--- src/hw/rtl/gzhp_pkg.sv ---
// Package for the gzip header parser: beat payload types and header constants.
// No dependencies; imported by the parser top level and its checker.
package gzhp_pkg;

   localparam int HDR_LEN_BITS    = 20;
   localparam int DATA_START_BITS = 21;

   localparam logic [HDR_LEN_BITS-1:0]    HDR_LEN_MAX    = 20'hFFFFF;
   localparam logic [DATA_START_BITS-1:0] DATA_START_PAD = 21'd8;

   localparam logic [7:0]  GZIP_ID1       = 8'h1F;
   localparam logic [7:0]  METHOD_DEFLATE = 8'd8;
   localparam logic [15:0] FIXED_SKIP     = 16'd6;
   localparam logic [15:0] PART_SKIP      = 16'd2;
   localparam logic [15:0] MAGIC_SKIP     = 16'd1;
   localparam logic [15:0] PAD_MAGIC_SKIP = 16'd2;

   // Bit positions in the header flags byte.
   localparam int FLAG_PART    = 1;
   localparam int FLAG_EXTRA   = 2;
   localparam int FLAG_NAME    = 3;
   localparam int FLAG_COMMENT = 4;

   typedef struct packed {
      logic [7:0] data_byte;
      logic       stream_start;
   } req_payload_type;

   typedef struct packed {
      logic                       status;
      logic [7:0]                 method;
      logic [HDR_LEN_BITS-1:0]    header_length;
      logic [DATA_START_BITS-1:0] data_start;
   } rsp_payload_type;

endpackage

--- src/hw/rtl/gzip_header_parser_unit.sv ---
// Top level of the gzip header parser: byte-wide header state machine and
// a two-deep result buffer. Depends on gzhp_pkg.
//
// Usage:
//   The req channel carries one stream byte per beat; stream_start marks the
//   first byte of a new stream and restarts parsing on that byte. The rsp
//   channel carries one beat per header: status, method, header length and a
//   data start of header length plus eight, or zero for a rejected method.
//   Bytes after the header are consumed and dropped until the next stream_start.
//   Each byte is handled by the state machine as its beat is accepted; when the
//   beat that ends the header is accepted, its result is registered for rsp.
//   Throughput is one byte per cycle while req_ready is high. When the receiver
//   stalls, a finished result waits in the output register and parsing goes on; a
//   second result lands in a skid register, and only while that register is full
//   does req_ready drop.
//   Reset (synchronous) returns the parser to waiting for a stream start and
//   empties both result registers.
module gzip_header_parser_unit
   import gzhp_pkg::*;
#(
   parameter int OFFSET_BITS = 20
) (
   input  logic            clock,
   input  logic            reset,
   input  logic            req_valid,
   output logic            req_ready,
   input  req_payload_type req_data,
   output logic            rsp_valid,
   input  logic            rsp_ready,
   output rsp_payload_type rsp_data
);

   localparam logic [3:0] PH_IDLE    = 4'd0;
   localparam logic [3:0] PH_MAGIC   = 4'd1;
   localparam logic [3:0] PH_METHOD  = 4'd2;
   localparam logic [3:0] PH_FLAGS   = 4'd3;
   localparam logic [3:0] PH_FIXED   = 4'd4;
   localparam logic [3:0] PH_PART    = 4'd5;
   localparam logic [3:0] PH_XLEN_LO = 4'd6;
   localparam logic [3:0] PH_XLEN_HI = 4'd7;
   localparam logic [3:0] PH_EXTRA   = 4'd8;
   localparam logic [3:0] PH_NAME    = 4'd9;
   localparam logic [3:0] PH_COMMENT = 4'd10;
   localparam logic [3:0] PH_DONE    = 4'd11;

   localparam logic [1:0] SEC_PART    = 2'd0;
   localparam logic [1:0] SEC_EXTRA   = 2'd1;
   localparam logic [1:0] SEC_NAME    = 2'd2;
   localparam logic [1:0] SEC_COMMENT = 2'd3;

   logic [3:0]             phase_ff, phase_in;
   logic [OFFSET_BITS-1:0] offset_ff, offset_in, offset_inc;
   logic [15:0]            skip_ff, skip_in, skip_dec;
   logic [7:0]             flags_ff, flags_in;
   logic [7:0]             method_ff, method_in;
   logic [7:0]             xlen_ff, xlen_in;
   logic [3:0]             phase_next;
   logic                   emit, failed;
   logic [32:0]            offset_wide;
   logic [HDR_LEN_BITS-1:0] hdr_len;
   rsp_payload_type        result;

   logic            out_valid_ff, skid_valid_ff;
   rsp_payload_type out_data_ff, skid_data_ff;
   logic            req_fire, rsp_fire, result_fire;

   // First enabled optional section at or after sec.
   function automatic logic [3:0] enter_section(input logic [1:0] sec, input logic [7:0] flags);
      logic [3:0] ph;
      ph = PH_DONE;
      if (sec <= SEC_COMMENT && flags[FLAG_COMMENT]) ph = PH_COMMENT;
      if (sec <= SEC_NAME && flags[FLAG_NAME])       ph = PH_NAME;
      if (sec <= SEC_EXTRA && flags[FLAG_EXTRA])     ph = PH_XLEN_LO;
      if (sec == SEC_PART && flags[FLAG_PART])       ph = PH_PART;
      return ph;
   endfunction

   assign offset_inc = (offset_ff == '1) ? offset_ff : offset_ff + 1'b1;
   assign skip_dec   = skip_ff - 16'd1;

   always_comb begin
      phase_next = phase_ff;
      offset_in  = offset_ff;
      skip_in    = skip_ff;
      flags_in   = flags_ff;
      method_in  = method_ff;
      xlen_in    = xlen_ff;
      failed     = 1'b0;
      if (req_data.stream_start) begin
         phase_next = PH_MAGIC;
         offset_in  = OFFSET_BITS'(1);
         skip_in    = (req_data.data_byte == GZIP_ID1) ? MAGIC_SKIP : PAD_MAGIC_SKIP;
         flags_in   = '0;
         method_in  = '0;
         xlen_in    = '0;
      end else begin
         case (phase_ff)
            PH_MAGIC: begin
               offset_in = offset_inc;
               skip_in   = skip_dec;
               if (skip_dec == '0) phase_next = PH_METHOD;
            end
            PH_METHOD: begin
               offset_in = offset_inc;
               method_in = req_data.data_byte;
               if (req_data.data_byte != METHOD_DEFLATE) begin
                  failed     = 1'b1;
                  phase_next = PH_DONE;
               end else begin
                  phase_next = PH_FLAGS;
               end
            end
            PH_FLAGS: begin
               offset_in  = offset_inc;
               flags_in   = req_data.data_byte;
               skip_in    = FIXED_SKIP;
               phase_next = PH_FIXED;
            end
            PH_FIXED: begin
               offset_in = offset_inc;
               skip_in   = skip_dec;
               if (skip_dec == '0) begin
                  phase_next = enter_section(SEC_PART, flags_ff);
                  if (phase_next == PH_PART) skip_in = PART_SKIP;
               end
            end
            PH_PART: begin
               offset_in = offset_inc;
               skip_in   = skip_dec;
               if (skip_dec == '0) phase_next = enter_section(SEC_EXTRA, flags_ff);
            end
            PH_XLEN_LO: begin
               offset_in  = offset_inc;
               xlen_in    = req_data.data_byte;
               phase_next = PH_XLEN_HI;
            end
            PH_XLEN_HI: begin
               offset_in = offset_inc;
               skip_in   = {req_data.data_byte, xlen_ff};
               if ({req_data.data_byte, xlen_ff} == 16'd0) begin
                  phase_next = enter_section(SEC_NAME, flags_ff);
               end else begin
                  phase_next = PH_EXTRA;
               end
            end
            PH_EXTRA: begin
               offset_in = offset_inc;
               skip_in   = skip_dec;
               if (skip_dec == '0) phase_next = enter_section(SEC_NAME, flags_ff);
            end
            PH_NAME: begin
               offset_in = offset_inc;
               if (req_data.data_byte == 8'd0) phase_next = enter_section(SEC_COMMENT, flags_ff);
            end
            PH_COMMENT: begin
               offset_in = offset_inc;
               if (req_data.data_byte == 8'd0) phase_next = PH_DONE;
            end
            default: begin
               phase_next = PH_IDLE;
            end
         endcase
      end
      emit     = (phase_next == PH_DONE);
      phase_in = emit ? PH_IDLE : phase_next;
   end

   // The reported length saturates at the width of the result field.
   always_comb begin
      offset_wide = 33'(offset_in);
      if (offset_wide > 33'(HDR_LEN_MAX)) begin
         hdr_len = HDR_LEN_MAX;
      end else begin
         hdr_len = offset_wide[HDR_LEN_BITS-1:0];
      end
      result.status        = failed;
      result.method        = method_in;
      result.header_length = hdr_len;
      result.data_start    = failed ? '0 : DATA_START_BITS'(hdr_len) + DATA_START_PAD;
   end

   assign req_ready   = !skid_valid_ff;
   assign req_fire    = req_valid && req_ready;
   assign rsp_fire    = out_valid_ff && rsp_ready;
   assign result_fire = req_fire && emit;

   always_ff @(posedge clock) begin
      if (reset) begin
         phase_ff  <= PH_IDLE;
         offset_ff <= '0;
         skip_ff   <= '0;
         flags_ff  <= '0;
         method_ff <= '0;
         xlen_ff   <= '0;
      end else if (req_fire) begin
         phase_ff  <= phase_in;
         offset_ff <= offset_in;
         skip_ff   <= skip_in;
         flags_ff  <= flags_in;
         method_ff <= method_in;
         xlen_ff   <= xlen_in;
      end
   end

   always_ff @(posedge clock) begin
      if (reset) begin
         out_valid_ff  <= 1'b0;
         skid_valid_ff <= 1'b0;
      end else if (rsp_fire) begin
         if (skid_valid_ff) begin
            out_data_ff   <= skid_data_ff;
            skid_valid_ff <= 1'b0;
         end else if (result_fire) begin
            out_data_ff <= result;
         end else begin
            out_valid_ff <= 1'b0;
         end
      end else if (result_fire) begin
         if (out_valid_ff) begin
            skid_data_ff  <= result;
            skid_valid_ff <= 1'b1;
         end else begin
            out_data_ff  <= result;
            out_valid_ff <= 1'b1;
         end
      end
   end

   assign rsp_valid = out_valid_ff;
   assign rsp_data  = out_data_ff;

endmodule

--- config.mk ---
export PLATFORM = sky130hd
export DESIGN_NAME = gzip_header_parser_unit
export DESIGN_NICKNAME = d
export VERILOG_FILES = /design/src/hw/rtl/gzhp_pkg.sv /design/src/hw/rtl/gzip_header_parser_unit.sv
export SDC_FILE = /design/constraint.sdc
export NUM_CORES = 1
export LEC_CHECK = 0
export ABC_CLOCK_PERIOD_IN_PS = 8800
export BUFFER_PORTS_ARGS = -buffer_cell sky130_fd_sc_hd__buf_2
export CORE_AREA = 4 4 162 164
export CTS_BUF_LIST = sky130_fd_sc_hd__clkbuf_16
export CTS_CLUSTER_DIAMETER = 50
export DETAILED_ROUTE_END_ITERATION = 6
export DIE_AREA = 0 0 166 168
export PLACE_DENSITY = 0.61
export SYNTH_ARGS = -nofsm -noshare
export SYNTH_HDL_FRONTEND = slang
export SYNTH_SLANG_ARGS = --single-unit
export TNS_END_PERCENT = 5
--- constraint.sdc ---
create_clock -name clock -period 8.8 [get_ports clock]
set_input_delay 1.32 -clock clock [delete_from_list [all_inputs] [get_ports clock]]
set_output_delay 1.32 -clock clock [all_outputs]
set_load 0.05 [all_outputs]
# == Word level (Yosys, flattened, before mapping) ==
# Cells that the tools add are included.
# totals
regBits,163
latchBits,0
ram_bits,0
rom_bits,0
in_bits,13
output_inout_bits,52
elab_cells,106
n_memories,0
# op_classes
add_sub_neg,3
n_mul,0
div,0
magnitude_cmp,0
eq_ne,18
shift,0
muxes,45
bitwise_logic,2
reduce_logical,22
# op_table
operator,count
50-bit 2-to-1 mux,5
16-bit case mux with 4 select lines,1
20-bit 2-to-1 mux,3
4-bit 2-to-1 mux,15
16-bit 2-to-1 mux,3
4-bit case mux with 10 select lines,1
16-bit zero test,2
8-bit 2-to-1 mux,4
"20-bit by 4-bit adder with 21-bit output, second input constant",1
21-bit 2-to-1 mux,1
"20-bit by 1-bit adder with 20-bit output, second input constant",1
"20-bit == test, second input constant",1
"4-bit by 3-bit == test with 1-bit output, second input constant",5
"4-bit == test, second input constant",4
"16-bit by 1-bit subtractor with 16-bit output, second input constant",1
5-bit 2-to-1 mux,2
10-bit OR reduction,1
"4-bit by 2-bit == test with 1-bit output, second input constant",2
"8-bit by 5-bit == test with 1-bit output, second input constant",1
8-bit zero test,1
1-bit 2-to-1 mux,8
"8-bit by 4-bit inequality test with 1-bit output, second input constant",1
2-bit AND reduction,4
4-bit AND reduction,2
other kinds (12),20

# == Depth between registers and ports, before layout ==
# depth
ltp_word,15
mapped_depth,15
mapped_depth_nobuf,14

# == Least setup slack after synthesis ==
# No wires, ideal clock.
# synth_path
path_kind,register to register
startpoint,reg skip_ff[0]
endpoint,reg skid_data_ff[0] in the netlist's numbering (enable)
setup_time_ns,0.581
t_arrival_ns,7.533
required_time_ns,8.219
slack_ns,0.686
stages_incl_launch_ff,11
n_path_buf,1
synth_period_minus_slack_ns,8.114
path_cell_list,dfxtp_1 -> inv_1 -> ha_1 -> buf_2 -> nor4b_1 -> nand4_1 -> xnor2_1 -> nor4_1 -> a21oi_1 -> o31a_1 -> nor4_1
# synth_between
elab_chain_len,8
word_cells_on_any_way,11
cone_classes,1 x add/sub; 1 x eq/ne; 6 x mux; 3 x reduce/logical
# synth_rtl
item,line,rtl
"start, declared",gzip_header_parser_unit.sv:53,"logic [15:0] skip_ff, skip_in, skip_dec;"
"start signal, assigned",gzip_header_parser_unit.sv:198,skip_ff <= skip_in;
16-bit by 1-bit subtractor with 16-bit output (*),gzip_header_parser_unit.sv:79,assign skip_dec = skip_ff - 16'd1;
16-bit zero test (*),n/a,
4-bit 2-to-1 mux (on tied branches),n/a,
4-bit case mux with 10 select lines (*),gzip_header_parser_unit.sv:97,case (phase_ff)
4-bit 2-to-1 mux (*),gzip_header_parser_unit.sv:89,if (req_data.stream_start) begin
4-bit == test (*),gzip_header_parser_unit.sv:164,emit = (phase_next == PH_DONE);
1-bit logical AND (*),gzip_header_parser_unit.sv:185,assign result_fire = req_fire && emit;
4-bit AND reduction (no source line) (*),n/a,
"end signal, assigned",gzip_header_parser_unit.sv:220,skid_data_ff <= result;
"end, declared",gzip_header_parser_unit.sv:64,"rsp_payload_type out_data_ff, skid_data_ff;"
# Every way passes the cells marked *; elsewhere a longest branch is shown, timed or not.
# A chain may end at the register's enable or synchronous reset.

# == Worst setup path in the final report ==
# layout_path
startpoint,reg skip_ff[0]
endpoint,reg out_data_ff (netlist bit rsp_data[37]) (enable)
# layout_between
elab_chain_len,9
word_cells_on_any_way,13
cone_classes,1 x add/sub; 1 x eq/ne; 6 x mux; 5 x reduce/logical
# layout_rtl
item,line,rtl
16-bit by 1-bit subtractor with 16-bit output (*),gzip_header_parser_unit.sv:79,
16-bit zero test (*),n/a,
4-bit 2-to-1 mux (on tied branches),n/a,
4-bit case mux with 10 select lines (*),gzip_header_parser_unit.sv:97,
4-bit 2-to-1 mux (*),gzip_header_parser_unit.sv:89,
4-bit == test (*),gzip_header_parser_unit.sv:164,
1-bit logical AND (*),gzip_header_parser_unit.sv:185,
2-bit nonzero test (no source line),n/a,
4-bit AND reduction (no source line) (*),n/a,
"end signal, assigned",gzip_header_parser_unit.sv:211,out_data_ff <= skid_data_ff;
"end signal, assigned",gzip_header_parser_unit.sv:214,out_data_ff <= result;
"end signal, assigned",gzip_header_parser_unit.sv:223,out_data_ff <= result;
"end, declared",gzip_header_parser_unit.sv:64,
# Marked as above.

==> impl_results.md <==
- Fillers: 2488
- RSZ-0062 raised after global routing: no
- Hold buffer count at CTS: 0
- First-pass GRT wire length: 35500 um
- Vias/cell: 5.33
- Die area: 0.0279 mm2
- Kind of critical path: flop to flop
- Total clock sinks: 162
- IO Pins: 65
- Ant diodes: 0
- Total wire length: 21400 um
- Number of flops mapped to enable cells by yosys: 100
- Leakage: 3.42 nW
- CP Capture Type: flop
- Area fraction of the dominant cell type after synthesis: 35.2%
- # Post-CTS Setup Buffers: 0
- Die width: 166 um
- Finished layout cell area: 0.00976 mm2
- Crit-path max FO: 50
- Multi-input gate area: 0.00398 mm2
- FFs w/ async S/R, synth: 0%
- Detailed Route Iter0 Violations: 613
- Status: complete, no violations
- IO Port Bufs: 64
- Clock Latency Late Sink: 0.43 ns
- Gr usage total: 15.4%
- Core area: 0.0249 mm2
- Main synth FF type: edfxtp_1
- Max cap viols: 0
- Die Y: 168 um
- Syn. warnings: 0
- RD Place Congestion: 0.909
- Worst Hold Class: flop to flop
- Most frequent cell after synthesis: nand2_1
- Worst Setup Start Kind: flop
- Worst-Margin Slew: 1.17 ns
- TritonCTS clock tree: built
- Num CTS Buffers: 17
- Worst Path Arrival: 5.31 ns
- Largest net degree at the start of global routing: 64
- Clock root buffer master: clkbuf_16
- Fin crit share: 59.7%
- Final hold viol count: 0
- Final TNS setup: 0 ns
- Post-synthesis sequential area ratio: 49.7%
- Syn_area_per_cell: 9.06 um2
- Worst EP required: 8.86 ns
- Nets: 998
- Layout Skew: 0.0132 ns
- Core Util, Final: 39.2%
- Cell row count: 58
- Reg area: 0.00424 mm2
- Mapped Area: 0.00854 mm2
- Vias in the first global route: 6649
- CTS max path bufs: 2
- # DRC: 0
- Dpl hpwl: 14500 um
- Detail Route Antenna Nets: 0
- Wirelength per Cell: 16.2 um
- Initial Util: 34.3%
- Synth cell count leaders: nand2_1, edfxtp_1, nor2_1
- Cell taking the most area after synthesis: edfxtp_1
- Antenna violations before repair: 0
- Layout area overhead: 14.3%
- Setup Viol. Count Final: 0
- Fraction of layout cells with a size suffix above 1: 14.4%
- Synth unique cells: 81
- Max Clk Rate: 190 MHz
- Reg clk slew, reported paths: 0.07 ns
- Drt pass-1 iters: 5
- Ranking of synthesized cells by area: edfxtp_1, dfxtp_1, nand2_1
- Placed instance area: 0.00915 mm2
- Via Count: 7055
- Power per Cell Area: 175 mW/mm2
- Total gr overflow: 0
- Relative slew slack: 21.5%
- Post-Syn Instances: 942
- Yosys reg bits: 162
- Max Slew Vio Count: 0
- PostCTS Resize Cnt: 0
- Syn Nets: 959
- Peak VDD IR: 119 uV
- H-tree lvl count: 4
- Final Critical Period: 5.26 ns
[power breakdown]
group,switching (W),internal (W),total (W)
Sequential,0.00000976,0.000803,0.000812
Clock,0.000326,0.000450,0.000776
Combinational,0.0000758,0.0000438,0.000120
[worst max-delay path: stages, from the launching register on]
cell	delay, ns
dfxtp_1	0.37
inv_1	0.12
ha_1	0.31
nor4b_1	0.74
xnor2_1	0.20
a31oi_1	0.12
nor4_1	0.98
a21oi_1	0.18
o31a_1	0.41
or4_1	0.60
a221oi_4	0.27
buf_4	0.53
[final cells by class]
| cell class | count | area share, % |
|---|---|---|
| Timing Repair Buffer | 76 | 4.21 |
| Tap cell | 330 | 4.23 |
| Clock inverter | 15 | 1.83 |
| Clock buffer | 17 | 4.36 |
| Multi-Input combinational cell | 697 | 40.8 |
| Sequential cell | 162 | 43.5 |
| Inverter | 27 | 1.05 |
[state kept, by name (all words and copies together), names as in the netlist]
register / count
flags_ff: 4
skip_ff: 16
phase_ff: 4
offset_ff: 20
skid_data_ff: 50
xlen_ff: 8
rsp_data: 50
skid_valid_ff: 1
method_ff: 8
rsp_valid: 1
[final timing paths]
| path | start | to | slack [ns] | depth (start not counted) |
|---|---|---|---|---|
| worst max register to register | skip_ff[0] | rsp_data[37] | 3.54 | 11 |
| worst max-delay path | skip_ff[0] | rsp_data[37] | 3.54 | 11 |
| worst min-delay path | method_ff[1] | method_ff[1] | 0.46 | 2 |
| worst min register to register | method_ff[1] | method_ff[1] | 0.46 | 2 |
[kinds of logic after synthesis]
group | Yosys count | synth area share, %
compound gates | 214 | 16.7
buf+inv | 83 | 3.97
simple gates | 439 | 24.6
xor+xnor | 23 | 2.36
flops | 162 | 49.7
mux | 17 | 2.04
fa+ha+maj | 4 | 0.586
[through the flow]
| stage | power, W | hold WS (ns) | std cells | setup slack, ns |
|---|---|---|---|---|
| floorplan | 0.000915 | 0.437 | 942 | 0.686 |
| global placement | 0.000947 | 0.442 | 1292 | 3.81 |
| detailed placement | 0.000947 | 0.447 | 1292 | 3.69 |
| CTS | 0.00172 | 0.457 | 1324 | 3.64 |
| global route | 0.00177 | 0.472 | 1324 | 3.21 |
| finish | 0.00171 | 0.456 | 1324 | 3.54 |
[cells in the final DEF, fill, tap and decap left out, types with 5 or more instances in the layout]
| cell | synthesis | layout |
|---|---|---|
| nand3b_1 | 5 | 5 |
| nor3b_1 | 6 | 6 |
| o211ai_1 | 11 | 11 |
| buf_4 | 0 | 12 |
| and2_1 | 6 | 6 |
| a31oi_1 | 7 | 7 |
| a21oi_1 | 70 | 70 |
| inv_1 | 26 | 26 |
| xnor2_1 | 16 | 16 |
| mux2i_1 | 14 | 14 |
| nor4_1 | 14 | 13 |
| o31ai_1 | 10 | 10 |
| o21ai_0 | 45 | 45 |
| nor2b_1 | 10 | 9 |
| nand3_1 | 21 | 21 |
| nor3_1 | 23 | 23 |
| xor2_1 | 7 | 7 |
| and3_1 | 8 | 7 |
| nor2_1 | 74 | 74 |
| nand2_1 | 209 | 209 |
| clkbuf_16 | 0 | 17 |
| a22oi_1 | 14 | 14 |
| or3_1 | 8 | 8 |
| or4_1 | 6 | 6 |
| o41ai_1 | 5 | 5 |
| nand4_1 | 15 | 15 |
| buf_2 | 9 | 64 |
| edfxtp_1 | 100 | 100 |
| dfxtp_1 | 62 | 62 |
[per-layer routing]
metal	share of wire (%)	track usage, %	up-vias	wire length (um)
li1	-	-	3508	-
met1	46	20.6	3316	9970
met2	47	25.5	211	10100
met3	5.1	3.01	20	1090
met4	1.2	4.23	0	249
met5	0	0	-	0
(Power assumes the default switching activity.)
